<file path="config.mk">
export PLATFORM = sky130hd
export DESIGN_NAME = sasd_scan
export DESIGN_NICKNAME = d
export VERILOG_FILES = /design/src/hdl/sasd_pkg.sv /design/src/hdl/sasd_scan.sv
export SDC_FILE = /design/constraint.sdc
export NUM_CORES = 1
export LEC_CHECK = 0
export BUFFER_PORTS_ARGS = -buffer_cell sky130_fd_sc_hd__buf_2
export CAP_MARGIN = 20
export CORE_AREA = 3 3 104 106
export DETAILED_ROUTE_END_ITERATION = 8
export DIE_AREA = 0 0 107 109
export PLACE_DENSITY = 0.69
export SETUP_SLACK_MARGIN = 0.02
export SLEW_MARGIN = 15
export SYNTH_ARGS = -nofsm -noshare
export SYNTH_HDL_FRONTEND = slang
export SYNTH_SLANG_ARGS = --single-unit
export TNS_END_PERCENT = 50
</file>
<file path="constraint.sdc">
create_clock -name clk_i -period 3.81 [get_ports clk_i]
set_clock_uncertainty 0.1 [all_clocks]
set_input_delay 0.1905 -clock clk_i [delete_from_list [all_inputs] [get_ports clk_i]]
set_output_delay 0.1905 -clock clk_i [all_outputs]
set_load 0.005 [all_outputs]
</file>
<file path="src/hdl/sasd_pkg.sv">
// ----------------------------------------------------------------------------
// sasd_pkg: shared types and constants
// Sizes, opcodes, status codes and the structs passed between the cells,
// the match scanner and the top level of the shift array.
// ----------------------------------------------------------------------------
`default_nettype none

package sasd_pkg;

  // Store geometry
  localparam int DEPTH    = 256;
  localparam int VAL_W    = 32;
  localparam int POS_W    = 8;
  localparam int CAP_W    = 9;
  localparam int IDX_W    = (DEPTH > 1) ? $clog2(DEPTH) : 1;
  localparam int LEN_W    = $clog2(DEPTH + 1);
  // common width for index and length compares
  localparam int CW       = (LEN_W > CAP_W) ? LEN_W : CAP_W;

  // Search window and scan grouping
  localparam int SRCH_N   = (DEPTH > 256) ? 256 : DEPTH;
  localparam int GRP      = 16;
  localparam int OFF_W    = $clog2(GRP);
  localparam int NGRP     = (SRCH_N + GRP - 1) / GRP;
  localparam int PAD_N    = NGRP * GRP;
  localparam int GRP_W    = (NGRP > 1) ? $clog2(NGRP) : 1;

  localparam logic [CAP_W-1:0] CAP_RESET = CAP_W'(256);

  typedef enum logic [1:0] {
    OP_INSERT = 2'd0,
    OP_DELETE = 2'd1,
    OP_SEARCH = 2'd2
  } op_e;

  localparam logic STATUS_OK    = 1'b0;
  localparam logic STATUS_RANGE = 1'b1;

  // Command broadcast to every cell
  typedef struct packed {
    logic             ins;
    logic             del;
    logic             srch;
    logic [VAL_W-1:0] value;
    logic [CW-1:0]    pos;
    logic [CW-1:0]    len;
    logic [CW-1:0]    lim;
  } cell_cmd_t;

  // Scanner result
  typedef struct packed {
    logic             done;
    logic             found;
    logic [POS_W-1:0] index;
  } scan_res_t;

endpackage

`default_nettype wire

</file>
<file path="src/hdl/sasd_scan.sv">
// ----------------------------------------------------------------------------
// sasd_scan: lowest-match scanner
// Walks the registered match flags one group a cycle from the bottom and
// reports the first set flag, or no match after the last group.
// ----------------------------------------------------------------------------
`default_nettype none

module sasd_scan import sasd_pkg::*; (
  input  wire logic              clk_i,
  input  wire logic              rst_ni,
  input  wire logic              start_i,
  input  wire logic [SRCH_N-1:0] match_i,
  output scan_res_t              res_o
);

  localparam logic [GRP_W-1:0] LAST_GRP = GRP_W'(NGRP - 1);

  logic [PAD_N-1:0] pad;
  logic [GRP-1:0]   grp_bits;
  logic             hit;
  logic [OFF_W-1:0] off_c;
  logic [GRP_W-1:0] grp_q, grp_d;
  logic             busy_q, busy_d;
  logic             done_q, done_d;
  logic             found_q, found_d;
  logic [POS_W-1:0] index_q, index_d;

  assign pad      = PAD_N'(match_i);
  assign grp_bits = pad[grp_q*GRP +: GRP];

  // Priority encode the current group, lowest bit wins
  always_comb begin
    hit   = 1'b0;
    off_c = '0;
    for (int b = GRP - 1; b >= 0; b--) begin
      if (grp_bits[b]) begin
        hit   = 1'b1;
        off_c = OFF_W'(b);
      end
    end
  end

  // Advance one group a cycle, stop on a hit or after the last group
  always_comb begin
    grp_d   = grp_q;
    busy_d  = busy_q;
    done_d  = 1'b0;
    found_d = found_q;
    index_d = index_q;
    if (start_i) begin
      grp_d  = '0;
      busy_d = 1'b1;
    end else if (busy_q) begin
      if (hit || (grp_q == LAST_GRP)) begin
        busy_d  = 1'b0;
        done_d  = 1'b1;
        found_d = hit;
        index_d = hit ? POS_W'({grp_q, off_c}) : '0;
      end else begin
        grp_d = grp_q + GRP_W'(1);
      end
    end
  end

  always_ff @(posedge clk_i or negedge rst_ni) begin
    if (!rst_ni) begin
      grp_q  <= '0;
      busy_q <= 1'b0;
      done_q <= 1'b0;
    end else begin
      grp_q  <= grp_d;
      busy_q <= busy_d;
      done_q <= done_d;
    end
  end

  always_ff @(posedge clk_i) begin
    found_q <= found_d;
    index_q <= index_d;
  end

  assign res_o.done  = done_q;
  assign res_o.found = found_q;
  assign res_o.index = index_q;

endmodule

`default_nettype wire

</file>
==> results.cfg <==
[run_status]
status = finished, final reports clean

[synthesis]
ys_types = 43
synth_edf_count = 9
yosys_warnings = 0
synth_seq_cells = 15
synth_top_area_cell = mux4_2
ys_seq_area_share_pct = 15.0
syn_area_per_cell_um2 = 13.6
ys_top_cells_by_area = mux4_2 58%, edfxtp_1 9.6%, dfrtp_1 5.3%
netlist_area_mm2 = 0.00281
syn_inst = 206
ys.flop_type = edfxtp_1
synth_top_area_share_pct = 57.7
ys_async_sr_fraction_pct = 40.0
syn_nets = 466

[layout]
final_net_count = 732
layout_common_cells = 268 x buf_2, 72 x mux4_2, 13 x buf_4
num_antenna_cells = 0
area_delta_synth_final_pct = 56.3
drive_above_1_share_pct = 77.7
layout_commonest_cell = buf_2

[timing]
relSlewSlack_pct = 55.9
worst_slew_pin_slew_ps = 661
hold_violations = 0
fin_tns_setup_ps = 0
post-route-min-period_ps = 3520
clock.fmax_ghz = 0.284
rsz0062_at_grt = no
drv_slew = 0
finalSetupViolations = 0
period_share_pct = 92.4

[clocking]
cts-root-buf = clkbuf_8
clock-sinks = 15
cts_tree = yes
clock_path_buffers = 2
cts-buffers-inserted = 3
insertion_delay_ps = 250
clk_pin_slew_ps = 60
cts_setup_buffers = 0
htree_levels = 1

[global_route]
antenna_found_initial = 0
grt_pass1_wl_mm = 17.1
grt_max_degree = 31
overflow = 0
grt_pass1_vias = 3296
track_usage_pct = 19.3

[floorplan]
io_pins = 269
die-area_mm2 = 0.0117
die_w_um = 107
initial_utilization_pct = 28.5
rows = 36
die_height_um = 109
core_area_mm2 = 0.00986

[power]
p_leak_nw = 1.91
ir_worst_vdd_uv = 71.6
p_per_area_mw_per_mm2 = 125
power.total_mw = 0.548

[critical_path]
regToRegSetupSlack_ps = 290
crit_type = flop to flop
crit_chain = buf_12, mux2i_1, a221oi_1, buf_4, a22o_1, or4b_1, nor4_4, inv_2, or4_1, a21oi_1
crit_path_max_fanout = 28
reg2reg_from = grp_q[0]$_DFFE_PN0P_
critPathLaunchType = flop
r2r_end = grp_q[0]$_DFFE_PN0P_
startpoint = grp_q[0]$_DFFE_PN0P_
critical_path.max_stage_delay_ps = 590
cp-end-kind = flop
ff2ff_path_depth = 10
cp.required_ps = 3890
slowest_stage = or4b_1
arrival_ps = 3600

[routing]
drt_iter0_drc = 205
drc_errors = 0
num_vias = 3156
wirelength_mm = 12.1
first_pass_iters = 4
post_drt_wl_per_cell_um = 20.0
via_per_inst = 5.23
ant_nets = 0

[place]
dp_hpwl_mm = 10.8
place_congestion = 0.793
port_buffers = 268

[hold_path]
hold_class = input pin to flop
min_from = start_i
min_path_cells = 2
min_to = grp_q[0]$_DFFE_PN0P_

[run]
maxCapViolCount = 0
-- flip-flops by register name, summed over array words and instances, names as in the netlist --
| name | flops |
|---|---|
| found_q | 1 |
| index_q | 8 |
| grp_q | 4 |
| busy_q | 1 |
| done_q | 1 |
-- routing by layer --
| layer | global-route usage (%) | part of all wire, % |
|---|---|---|
| met4 | 5.21 | 2.5 |
| met1 | 24.1 | 37 |
| met2 | 35.5 | 55 |
| met3 | 1.89 | 5.6 |
| met5 | 0 | 0 |
-- critical path: cells and delay by family, from the launching register on --
family,cells,cell delay [ps]
DFF,1,520
AOI/OAI and AO/OA,3,480
muxes,1,310
buffers and inverters,3,540
and+or+nand+nor,3,1470
-- layout make-up --
| type | instances | area (um^2) |
|---|---|---|
| inverter | 7 | 26.3 |
| timing repair buffer | 284 | 1490 |
| tap | 133 | 166 |
| multi-input combinational | 161 | 2240 |
| clock buffer | 4 | 45.0 |
| sequential | 15 | 425 |
| fill | 950 | 5470 |
-- synthesized netlist by cell type (2+ instances only) --
master	instances
and3_1	2
buf_6	4
nor2b_1	4
o21ai_0	2
edfxtp_1	9
a21oi_1	7
nand4_1	2
mux2i_1	8
dfrtp_1	6
o31ai_1	2
nor2_1	10
o21a_1	2
nor3_1	3
a221oi_1	6
nor4_4	2
buf_1	2
a22oi_1	2
and2_1	4
buf_2	4
clkbuf_1	11
inv_1	6
nand2_1	7
nand3_1	6
a31o_1	2
buf_4	2
a211oi_1	3
mux4_2	72
-- metrics by stage --
stage          worst slack [ps]  instance area, um^2  hold slack, ps  utilization, %  std cells
6_report                    288                 4390             111            44.5        604
5_1_grt                    98.0                 4390             126            44.5        604
4_1_cts                     280                 4390            99.0            44.5        604
3_5_place_dp                305                 4330           -65.0            43.9        599
3_3_place_gp                353                 4330           -68.4            43.9        599
2_1_floorplan               365                 2810            -205               -        206
-- cells by family after synthesis --
kind of cell               count (synthesis)  synth area share (%)
AOI/OAI and AO/OA                         32                  8.24
adders and majority gates                  1                 0.445
buffers and inverters                     30                  5.52
DFF                                       15                  15.0
muxes                                     80                  60.6
and+or+nand+nor                           48                  10.3
-- how the worst max path moves through the flow --
stage | endpoint | slack, ps | depth (start not counted)
6_report | grp_q[0]$_DFFE_PN0P_ | 290 | 10
3_3_place_gp | grp_q[0]$_DFFE_PN0P_ | 350 | 8
2_1_floorplan | grp_q[0]$_DFFE_PN0P_ | 370 | 9
4_1_cts | grp_q[0]$_DFFE_PN0P_ | 280 | 10
3_5_place_dp | grp_q[0]$_DFFE_PN0P_ | 310 | 10
5_1_grt | grp_q[0]$_DFFE_PN0P_ | 100 | 10
-- power breakdown --
group	total (mW)	switching, mW	internal [mW]
combinational	0.236	0.0785	0.157
sequential	0.179	0.00167	0.177
clock	0.134	0.0599	0.0743
total	0.548	0.140	0.408
-- repair_timing --
| action | 4_1_cts | 5_1_grt |
|---|---|---|
| endpoints found under the setup margin | 0 | 0 |
| resized for setup | 0 | 0 |
| hold buffers | 1 | 0 |
| endpoints found under the hold margin | 6 | 0 |
(Power assumes the default switching activity.)
