--- src/hdl/sasd_pkg.sv ---
// ----------------------------------------------------------------------------
// sasd_pkg: shared types and constants
// Sizes, opcodes, status codes and the structs passed between the cells,
// the match scanner and the top level of the shift array.
// ----------------------------------------------------------------------------
`default_nettype none

package sasd_pkg;

  // Store geometry
  localparam int DEPTH    = 256;
  localparam int VAL_W    = 32;
  localparam int POS_W    = 8;
  localparam int CAP_W    = 9;
  localparam int IDX_W    = (DEPTH > 1) ? $clog2(DEPTH) : 1;
  localparam int LEN_W    = $clog2(DEPTH + 1);
  // common width for index and length compares
  localparam int CW       = (LEN_W > CAP_W) ? LEN_W : CAP_W;

  // Search window and scan grouping
  localparam int SRCH_N   = (DEPTH > 256) ? 256 : DEPTH;
  localparam int GRP      = 16;
  localparam int OFF_W    = $clog2(GRP);
  localparam int NGRP     = (SRCH_N + GRP - 1) / GRP;
  localparam int PAD_N    = NGRP * GRP;
  localparam int GRP_W    = (NGRP > 1) ? $clog2(NGRP) : 1;

  localparam logic [CAP_W-1:0] CAP_RESET = CAP_W'(256);

  typedef enum logic [1:0] {
    OP_INSERT = 2'd0,
    OP_DELETE = 2'd1,
    OP_SEARCH = 2'd2
  } op_e;

  localparam logic STATUS_OK    = 1'b0;
  localparam logic STATUS_RANGE = 1'b1;

  // Command broadcast to every cell
  typedef struct packed {
    logic             ins;
    logic             del;
    logic             srch;
    logic [VAL_W-1:0] value;
    logic [CW-1:0]    pos;
    logic [CW-1:0]    len;
    logic [CW-1:0]    lim;
  } cell_cmd_t;

  // Scanner result
  typedef struct packed {
    logic             done;
    logic             found;
    logic [POS_W-1:0] index;
  } scan_res_t;

endpackage

`default_nettype wire

--- src/hdl/sasd_cell.sv ---
// ----------------------------------------------------------------------------
// sasd_cell: one entry of the shift array
// Holds one word, takes its lower or upper neighbour on insert or delete,
// and registers its compare result on search.
// ----------------------------------------------------------------------------
`default_nettype none

module sasd_cell import sasd_pkg::*; (
  input  wire logic             clk_i,
  input  wire logic             rst_ni,
  input  wire cell_cmd_t        cmd_i,
  input  wire logic [IDX_W-1:0] idx_i,
  input  wire logic [VAL_W-1:0] lower_i,
  input  wire logic [VAL_W-1:0] upper_i,
  output logic      [VAL_W-1:0] entry_o,
  output logic                  match_o
);

  logic [VAL_W-1:0] entry_q, entry_d;
  logic             match_q, match_d;
  logic [CW-1:0]    idx_c;

  assign idx_c = CW'(idx_i);

  // Pick the next entry: load, take from below, take from above, or hold
  always_comb begin
    entry_d = entry_q;
    if (cmd_i.ins) begin
      if (idx_c == cmd_i.pos) begin
        entry_d = cmd_i.value;
      end else if ((idx_c > cmd_i.pos) && (idx_c < cmd_i.len)) begin
        entry_d = lower_i;
      end
    end else if (cmd_i.del) begin
      if ((idx_c >= cmd_i.pos) && ((idx_c + CW'(1)) < cmd_i.len)) begin
        entry_d = upper_i;
      end
    end
  end

  // Compare against the search word inside the window
  always_comb begin
    match_d = match_q;
    if (cmd_i.srch) begin
      match_d = (entry_q == cmd_i.value) && (idx_c < cmd_i.lim);
    end
  end

  always_ff @(posedge clk_i or negedge rst_ni) begin
    if (!rst_ni) begin
      entry_q <= '0;
      match_q <= 1'b0;
    end else begin
      entry_q <= entry_d;
      match_q <= match_d;
    end
  end

  assign entry_o = entry_q;
  assign match_o = match_q;

endmodule

`default_nettype wire

--- config.mk ---
export PLATFORM = sky130hd
export DESIGN_NAME = sasd_cell
export DESIGN_NICKNAME = d
export VERILOG_FILES = /design/src/hdl/sasd_pkg.sv /design/src/hdl/sasd_cell.sv
export SDC_FILE = /design/constraint.sdc
export NUM_CORES = 1
export LEC_CHECK = 0
export ABC_AREA = 1
export BUFFER_PORTS_ARGS = -buffer_cell sky130_fd_sc_hd__buf_2
export CORE_MARGIN = 4
export CORE_UTILIZATION = 43
export DETAILED_ROUTE_END_ITERATION = 7
export GPL_TIMING_DRIVEN = 0
export HOLD_SLACK_MARGIN = 0.12
export PLACE_DENSITY = 0.77
export SLEW_MARGIN = 0
export SYNTH_ARGS = -nofsm -noshare
export SYNTH_HDL_FRONTEND = slang
export SYNTH_SLANG_ARGS = --single-unit
--- constraint.sdc ---
create_clock -name clk_i -period 1.05 [get_ports clk_i]
set_clock_uncertainty 0.05 [all_clocks]
set_input_delay 0.0525 -clock clk_i [delete_from_list [all_inputs] [get_ports clk_i]]
set_output_delay 0.0525 -clock clk_i [all_outputs]
set_load 0.02 [all_outputs]
==> out/qor.yml, run 1 <==
logic_synthesis:
  yosysTopAreaCell: "dfrtp_1"
  synth_xor_area_share_pct: 6.77
  synth_fa_ha_area_share_pct: 10.7
  ys.flop_type: "dfrtp_1"
  synth-simple-area-share_pct: 39.6
  synth_mux_area_share_pct: 0
  synth_cells: 604
  synth_warnings: 0
  synth_top_family_by_area: "simple AND/OR/NAND/NOR gates"
  async_reset_ff_share_pct: 100
  yosysMostFrequentCell: "nand2_1"
  syn_area_um2: 3620
  synthTopCellsByCount: "214 x nand2_1, 89 x inv_1, 71 x nor2_1, 45 x nand3_1, 33 x dfrtp_1"
  seq_area_frac_synth_pct: 22.8
  synth_seq_cells: 33
  synth_nets: 771
  synth-compound-area-share_pct: 6.77
  ys_top_cells_by_area: "dfrtp_1 23%, nand2_1 22%, ha_1 11%, inv_1 9.2%, nor2_1 7.4%"
  ys_types: 24
  synth.top_cell.area_share_pct: 22.8
  synth_edf_count: 0
  syn_avg_cell_area_um2: 5.99
layout:
  instances_no_fill: 936
  drive_above_1_share_pct: 33.2
  fin_area_um2: 5530
  diodes: 0
  syn_to_final_growth_pct: 52.8
  nets: 997
  finalCoreUtilization_pct: 67.3
worst_hold_path:
  min_path_type: "in -> async"
global_routing:
  track_usage_pct: 23.7
  grt_pass1_vias: 4571
  grt_max_degree: 34
  grt_pass1_wl_mm: 19.6
  grt_antenna_before_repair: 0
  gr-total-overflow: 0
die:
  initial_core_util_pct: 44.1
  rows: 33
  dieArea_um2: 9950
  die_x_um: 99.8
  die_y_um: 99.8
  core-area_um2: 8220
  pin_count: 169
clocking:
  cts.reportedPaths.clkPinSlew_ns: 0.07
  htree_num_levels: 2
  clockRootBuffer: "clkbuf_8"
  cts_tree: "yes"
  clk_latency_ns: 0.28
  ctsHoldBuffers: 33
  cts.sinks: 33
  cts_buffer_depth: 2
  numCtsBuffers: 5
timing:
  fin_crit_ns: 1.74
  fin_ws_ns: -0.689
  fmax_mhz: 575
  post-route-period-util_pct: 166
  rsz0062_at_grt: "yes"
  slew_headroom_pct: 47.1
  drv_slew: 0
  timing.setup.tns_ns: -21.62
  finalHoldViolCount: 33
  setup_viol: 37
  tightest_slew_ns: 0.793
  holdWs_ns: -0.201
pwr:
  power.leakage_uw: 0.00329
  peakVddDrop_mv: 0.672
  powerDensity_nw_per_um2: 1230
route:
  wl_per_cell_um: 13.0
  viasPerCell: 4.87
  first_pass_iters: 5
  final_antenna_net_count: 0
  post-route-drc-count: 0
  drt_iter0_markers: 115
  drt_wl_total_mm: 12.2
  vias: 4555
critical_path:
  crit_type: "in -> reg"
  end_kind: "register"
  cp_data_required_time_ns: 1.17
  rrSetupSlack_ns: -0.32
  worstSetupStartpointType: "input port"
  critPathArrivalTime_ns: 1.86
  path_max_fanout: 6
placed_design:
  numPortBuffers: 167
  place_area_um2: 4650
  hpwl_mm: 8.73
  pre_cts_slack_ns: -1.16
  gp_congestion: 0.863
  dp_cells: 876
flow_run:
  cap_violations: 0
status:
  violations: "negative hold slack, negative setup slack"
  status: "finished, violations left"
## layer usage
layer,global-route usage (%),share of wire [%]
met1,27.8,41
met2,43.5,51
met3,4.28,6.3
met4,7.46,1.7
met5,0,0
## worst max-delay path: stages
cell and delay [ns]:
buf_8 0.11, ha_4 0.16, buf_4 0.13, xor2_1 0.16, ha_1 0.21, nand2_1 0.07
nand2_1 0.06, a21oi_1 0.15, o21ai_2 0.09, nand2_1 0.08, nand2_2 0.07, nand2_4 0.12
nand2_8 0.11, clkbuf_16 0.18, nand2_4 0.05, nand2_1 0.05
## power by group
group | internal, uW | switching (uW) | total, uW | leakage [uW]
Sequential | 1680 | 408 | 2090 | 0.000396
Clock | 775 | 497 | 1270 | 0.0000585
Combinational | 1590 | 1850 | 3430 | 0.00283
Total | 4040 | 2750 | 6800 | 0.00329
## placed cells by master, fill, tap and decap left out, types with 7 or more instances in the layout
cell,count
nand2_1,189
buf_2,166
inv_1,89
nor2_1,68
nand3_1,43
dlygate4sd3_1,33
o21ai_1,30
nand2_2,29
ha_1,29
xor2_1,24
buf_6,17
dfrtp_2,17
buf_4,16
dfrtp_1,16
a21oi_1,7
## through the flow
step	hold slack, ns	power [uW]
finish	-0.201	6800
global route	-0.141	7290
CTS	-0.183	6560
detailed placement	0.126	4790
global placement	0.115	4710
floorplan	-0.293	3730
## kinds of logic (layout without fill, tap and decap cells)
family / count (synthesis) / count (layout)
and+or+nand+nor: 352 / 352
buffers and inverters: 113 / 340
AOI/OAI and AO/OA: 47 / 47
DFF: 33 / 33
adders and majority gates: 31 / 31
xor gates and xnor gates: 28 / 28
## final cells by class
type / count / area (um^2)
Inverter: 90 / 338
Timing Repair Buffer: 220 / 1440
Fill cell: 715 / 2690
Multi-Input combinational cell: 458 / 2490
Buffer: 22 / 164
Tap cell: 105 / 131
Clock inverter: 1 / 30.0
Sequential cell: 33 / 847
Clock buffer: 7 / 86.3
## repair_timing
item | 4_1_cts | 5_1_grt
gates resized for setup | 55 | 22
hold endpoints to repair | 66 | 33
setup buffers | 10 | 10
pin swaps | 13 | 10
cloned | 1 | 1
endpoints found under the setup margin | 33 | 38
## final timing paths
kind / start / endpoint / depth (start not counted)
min in group clk_i: lower_i[12] / entry_o[12] / 7
hold reg to reg: match_o / match_o / 2
hold / removal: rst_ni / entry_o[7] / 1
setup reg to reg: entry_o[30] / match_o / 8
setup / recovery: idx_i[0] / entry_o[8] / 16
max in group asynchronous: rst_ni / entry_o[14] / 1
## flip-flops by register name, indices dropped and copies added, names as in the netlist
name / cells
match_o: 1
entry_o: 32
(Power assumes the default switching activity.)
==> inputs of run 2 (changes only) <==
- RECOVER_POWER: unset -> 50
==> run 2 against run 1 <==
Effect of this change: the flow still finishes with violations (negative hold slack, negative setup slack); first-iteration DRC count is the same; die area unchanged; setup slack is the same; non-clock buffer count unchanged; sequential power about the same; register-to-register slack is essentially flat; clock power hardly changed; critical endpoint unchanged; final cell count did not move; fmax unchanged; critical path depth stayed put; combinational power hardly changed; global-route usage unchanged.
==> out/qor.yml, run 2 (synthesis results as in run 1) <==
status:
  status: "finished, violations left"
  violations: "negative hold slack, negative setup slack"
layout:
  instances_no_fill: 936  # unchanged
  largest_register_ffs: 32  # unchanged
  layout_common_cells: "189 x nand2_1, 165 x buf_2, 89 x inv_1, 68 x nor2_1, 43 x nand3_1"
  final_common_cell: "nand2_1"
  nets: 997  # unchanged
  drive_above_1_share_pct: 33.2  # unchanged
  diodes: 0  # unchanged
  syn_to_final_growth_pct: 52.8  # unchanged
clocking:
  numCtsBuffers: 5  # unchanged
  clk_latency_ns: 0.28  # about the same
  cts_tree: "yes"
  ctsHoldBuffers: 33  # unchanged
  cts.reportedPaths.clkPinSlew_ns: 0.07  # about the same
  clockRootBuffer: "clkbuf_8"
  htree_num_levels: 2  # unchanged
  cts_buffer_depth: 2  # unchanged
  cts.sinks: 33  # unchanged
die:
  dieArea_um2: 9950  # unchanged
  core-area_um2: 8220  # unchanged
  pin_count: 169  # unchanged
  initial_core_util_pct: 44.1  # unchanged
  rows: 33  # unchanged
  die_x_um: 99.8  # unchanged
  die_y_um: 99.8  # unchanged
route:
  drt_wl_total_mm: 12.2  # about the same
  wl_met2_mm: 6.22  # about the same
  first_pass_iters: 5  # unchanged
  viasPerCell: 4.86  # -0.11%
  final_antenna_net_count: 0  # unchanged
  wl_per_cell_um: 13.0  # about the same
  m1WireLength_mm: 4.99  # +0.20%
  post-route-drc-count: 0  # unchanged
  wl_met3_um: 753  # -1.6%
  top_layer: "met4"
  vias: 4550  # -0.11%
  drt_iter0_markers: 115  # unchanged
placed_design:
  gp_congestion: 0.863  # unchanged
  hpwl_mm: 8.73  # unchanged
  numPortBuffers: 167  # unchanged
  dp_cells: 876  # unchanged
global_routing:
  grt_pass1_wl_mm: 19.6  # unchanged
  track_usage_pct: 23.7  # unchanged
  grt_antenna_before_repair: 0  # unchanged
  gr-total-overflow: 0  # unchanged
  grt_max_degree: 34  # unchanged
  grt_pass1_vias: 4571  # unchanged
timing:
  holdWs_ns: -0.169  # +0.0321 ns
  drv_slew: 0  # unchanged
  fmax_mhz: 575  # unchanged
  tightest_slew_ns: 0.890  # +0.0974 ns
  setup_viol: 37  # unchanged
  rsz0062_at_grt: "yes"
  fin_ws_ns: -0.689  # unchanged
  finalHoldViolCount: 33  # unchanged
  timing.setup.tns_ns: -21.60  # +0.0137 ns
  fin_crit_ns: 1.74  # unchanged
  slew_headroom_pct: 40.6  # -6.5 points
  post-route-period-util_pct: 166  # unchanged
pwr:
  powerDensity_nw_per_um2: 1230  # about the same
  power_uw: 6790  # about the same
  power.leakage_uw: 0.00329  # about the same
  peakVddDrop_mv: 0.672  # about the same
critical_path:
  cp_cell_sequence: "buf_8 > ha_4 > buf_4 > xor2_1 > ha_1 > nand2_1 > nand2_1 > a21oi_1 > o21ai_2 > nand2_1 > nand2_2 > nand2_4 > nand2_8 > clkbuf_16 > nand2_4 > nand2_1"
  critPathArrivalTime_ns: 1.86  # about the same
  worstSetupStartpointType: "input port"
  crit_path_frequent_cell: "nand2_1"
  path_max_fanout: 6  # unchanged
  cp_data_required_time_ns: 1.17  # about the same
  end_kind: "register"
  slowest_stage: "ha_1"
  cp_slowest_stage_delay_ns: 0.21  # about the same
  crit_type: "in -> reg"
worst_hold_path:
  min_path_type: "in -> async"
flow_run:
  cap_violations: 0  # unchanged
## run 2: area by class of cell
| cell class | count | area [um^2] |
|---|---|---|
| fillers | 715 | 2690 |
| multi-input cells | 458 | 2490 |
| repair buffers | 220 | 1440 |
| well taps | 105 | 131 |
| inverters | 90 | 338 |
| clock inverters | 1 | 30.0 |
| clock buffers | 7 | 86.3 |
| plain buffers | 22 | 164 |
| flip-flops and latches | 33 | 847 |
## run 2: critical path, delay by kind of cell
| family | cells | cell delay [ns] |
|---|---|---|
| compound gates | 2 | 0.24 |
| xor+xnor | 1 | 0.16 |
| fa+ha+maj | 2 | 0.37 |
| buf+inv | 3 | 0.42 |
| simple gates | 8 | 0.61 |
## run 2: path summary, 6_finish.rpt
kind	from	endpoint	slack (ns)	depth (start not counted)
max in group asynchronous	rst_ni	entry_o[14]	0.50	1
min in group clk_i	lower_i[12]	entry_o[12]	0.15	7
max reg2reg	entry_o[30]	match_o	-0.31	8
max	idx_i[0]	entry_o[8]	-0.69	16
min	rst_ni	entry_o[7]	-0.17	1
min reg2reg	match_o	match_o	0.43	2
## run 2: metrics by stage
step / hold WS [ns] / cell area [um^2] / util, % / worst slack, ns
after global routing: -0.103 / 5530 / 67.3 / -0.783
after global placement: 0.115 / 4650 / 56.5 / -1.13
after CTS: -0.183 / 5390 / 65.6 / -0.640
after detailed placement: 0.126 / 4650 / 56.5 / -1.16
final: -0.169 / 5530 / 67.3 / -0.689
after floorplan: -0.293 / 3680 / - / -0.733
## run 2: repair_timing
item                       CTS  global route
pin swaps                   13            10
hold endpoints to repair    66            33
setup endpoints to repair   33            38
setup buffers               10            10
resized for setup           55            22
gates cloned                 1             1
## run 2: routing by layer
layer | GRT usage (%) | vias up
met5 | 0 | -
met4 | 7.46 | 0
met3 | 4.28 | 25
met1 | 27.8 | 2044
met2 | 43.5 | 179
li1 | - | 2302
## run 2: where the power goes
group	switching [uW]	internal, uW
logic	1850	1590
registers	408	1680
clock network	497	775
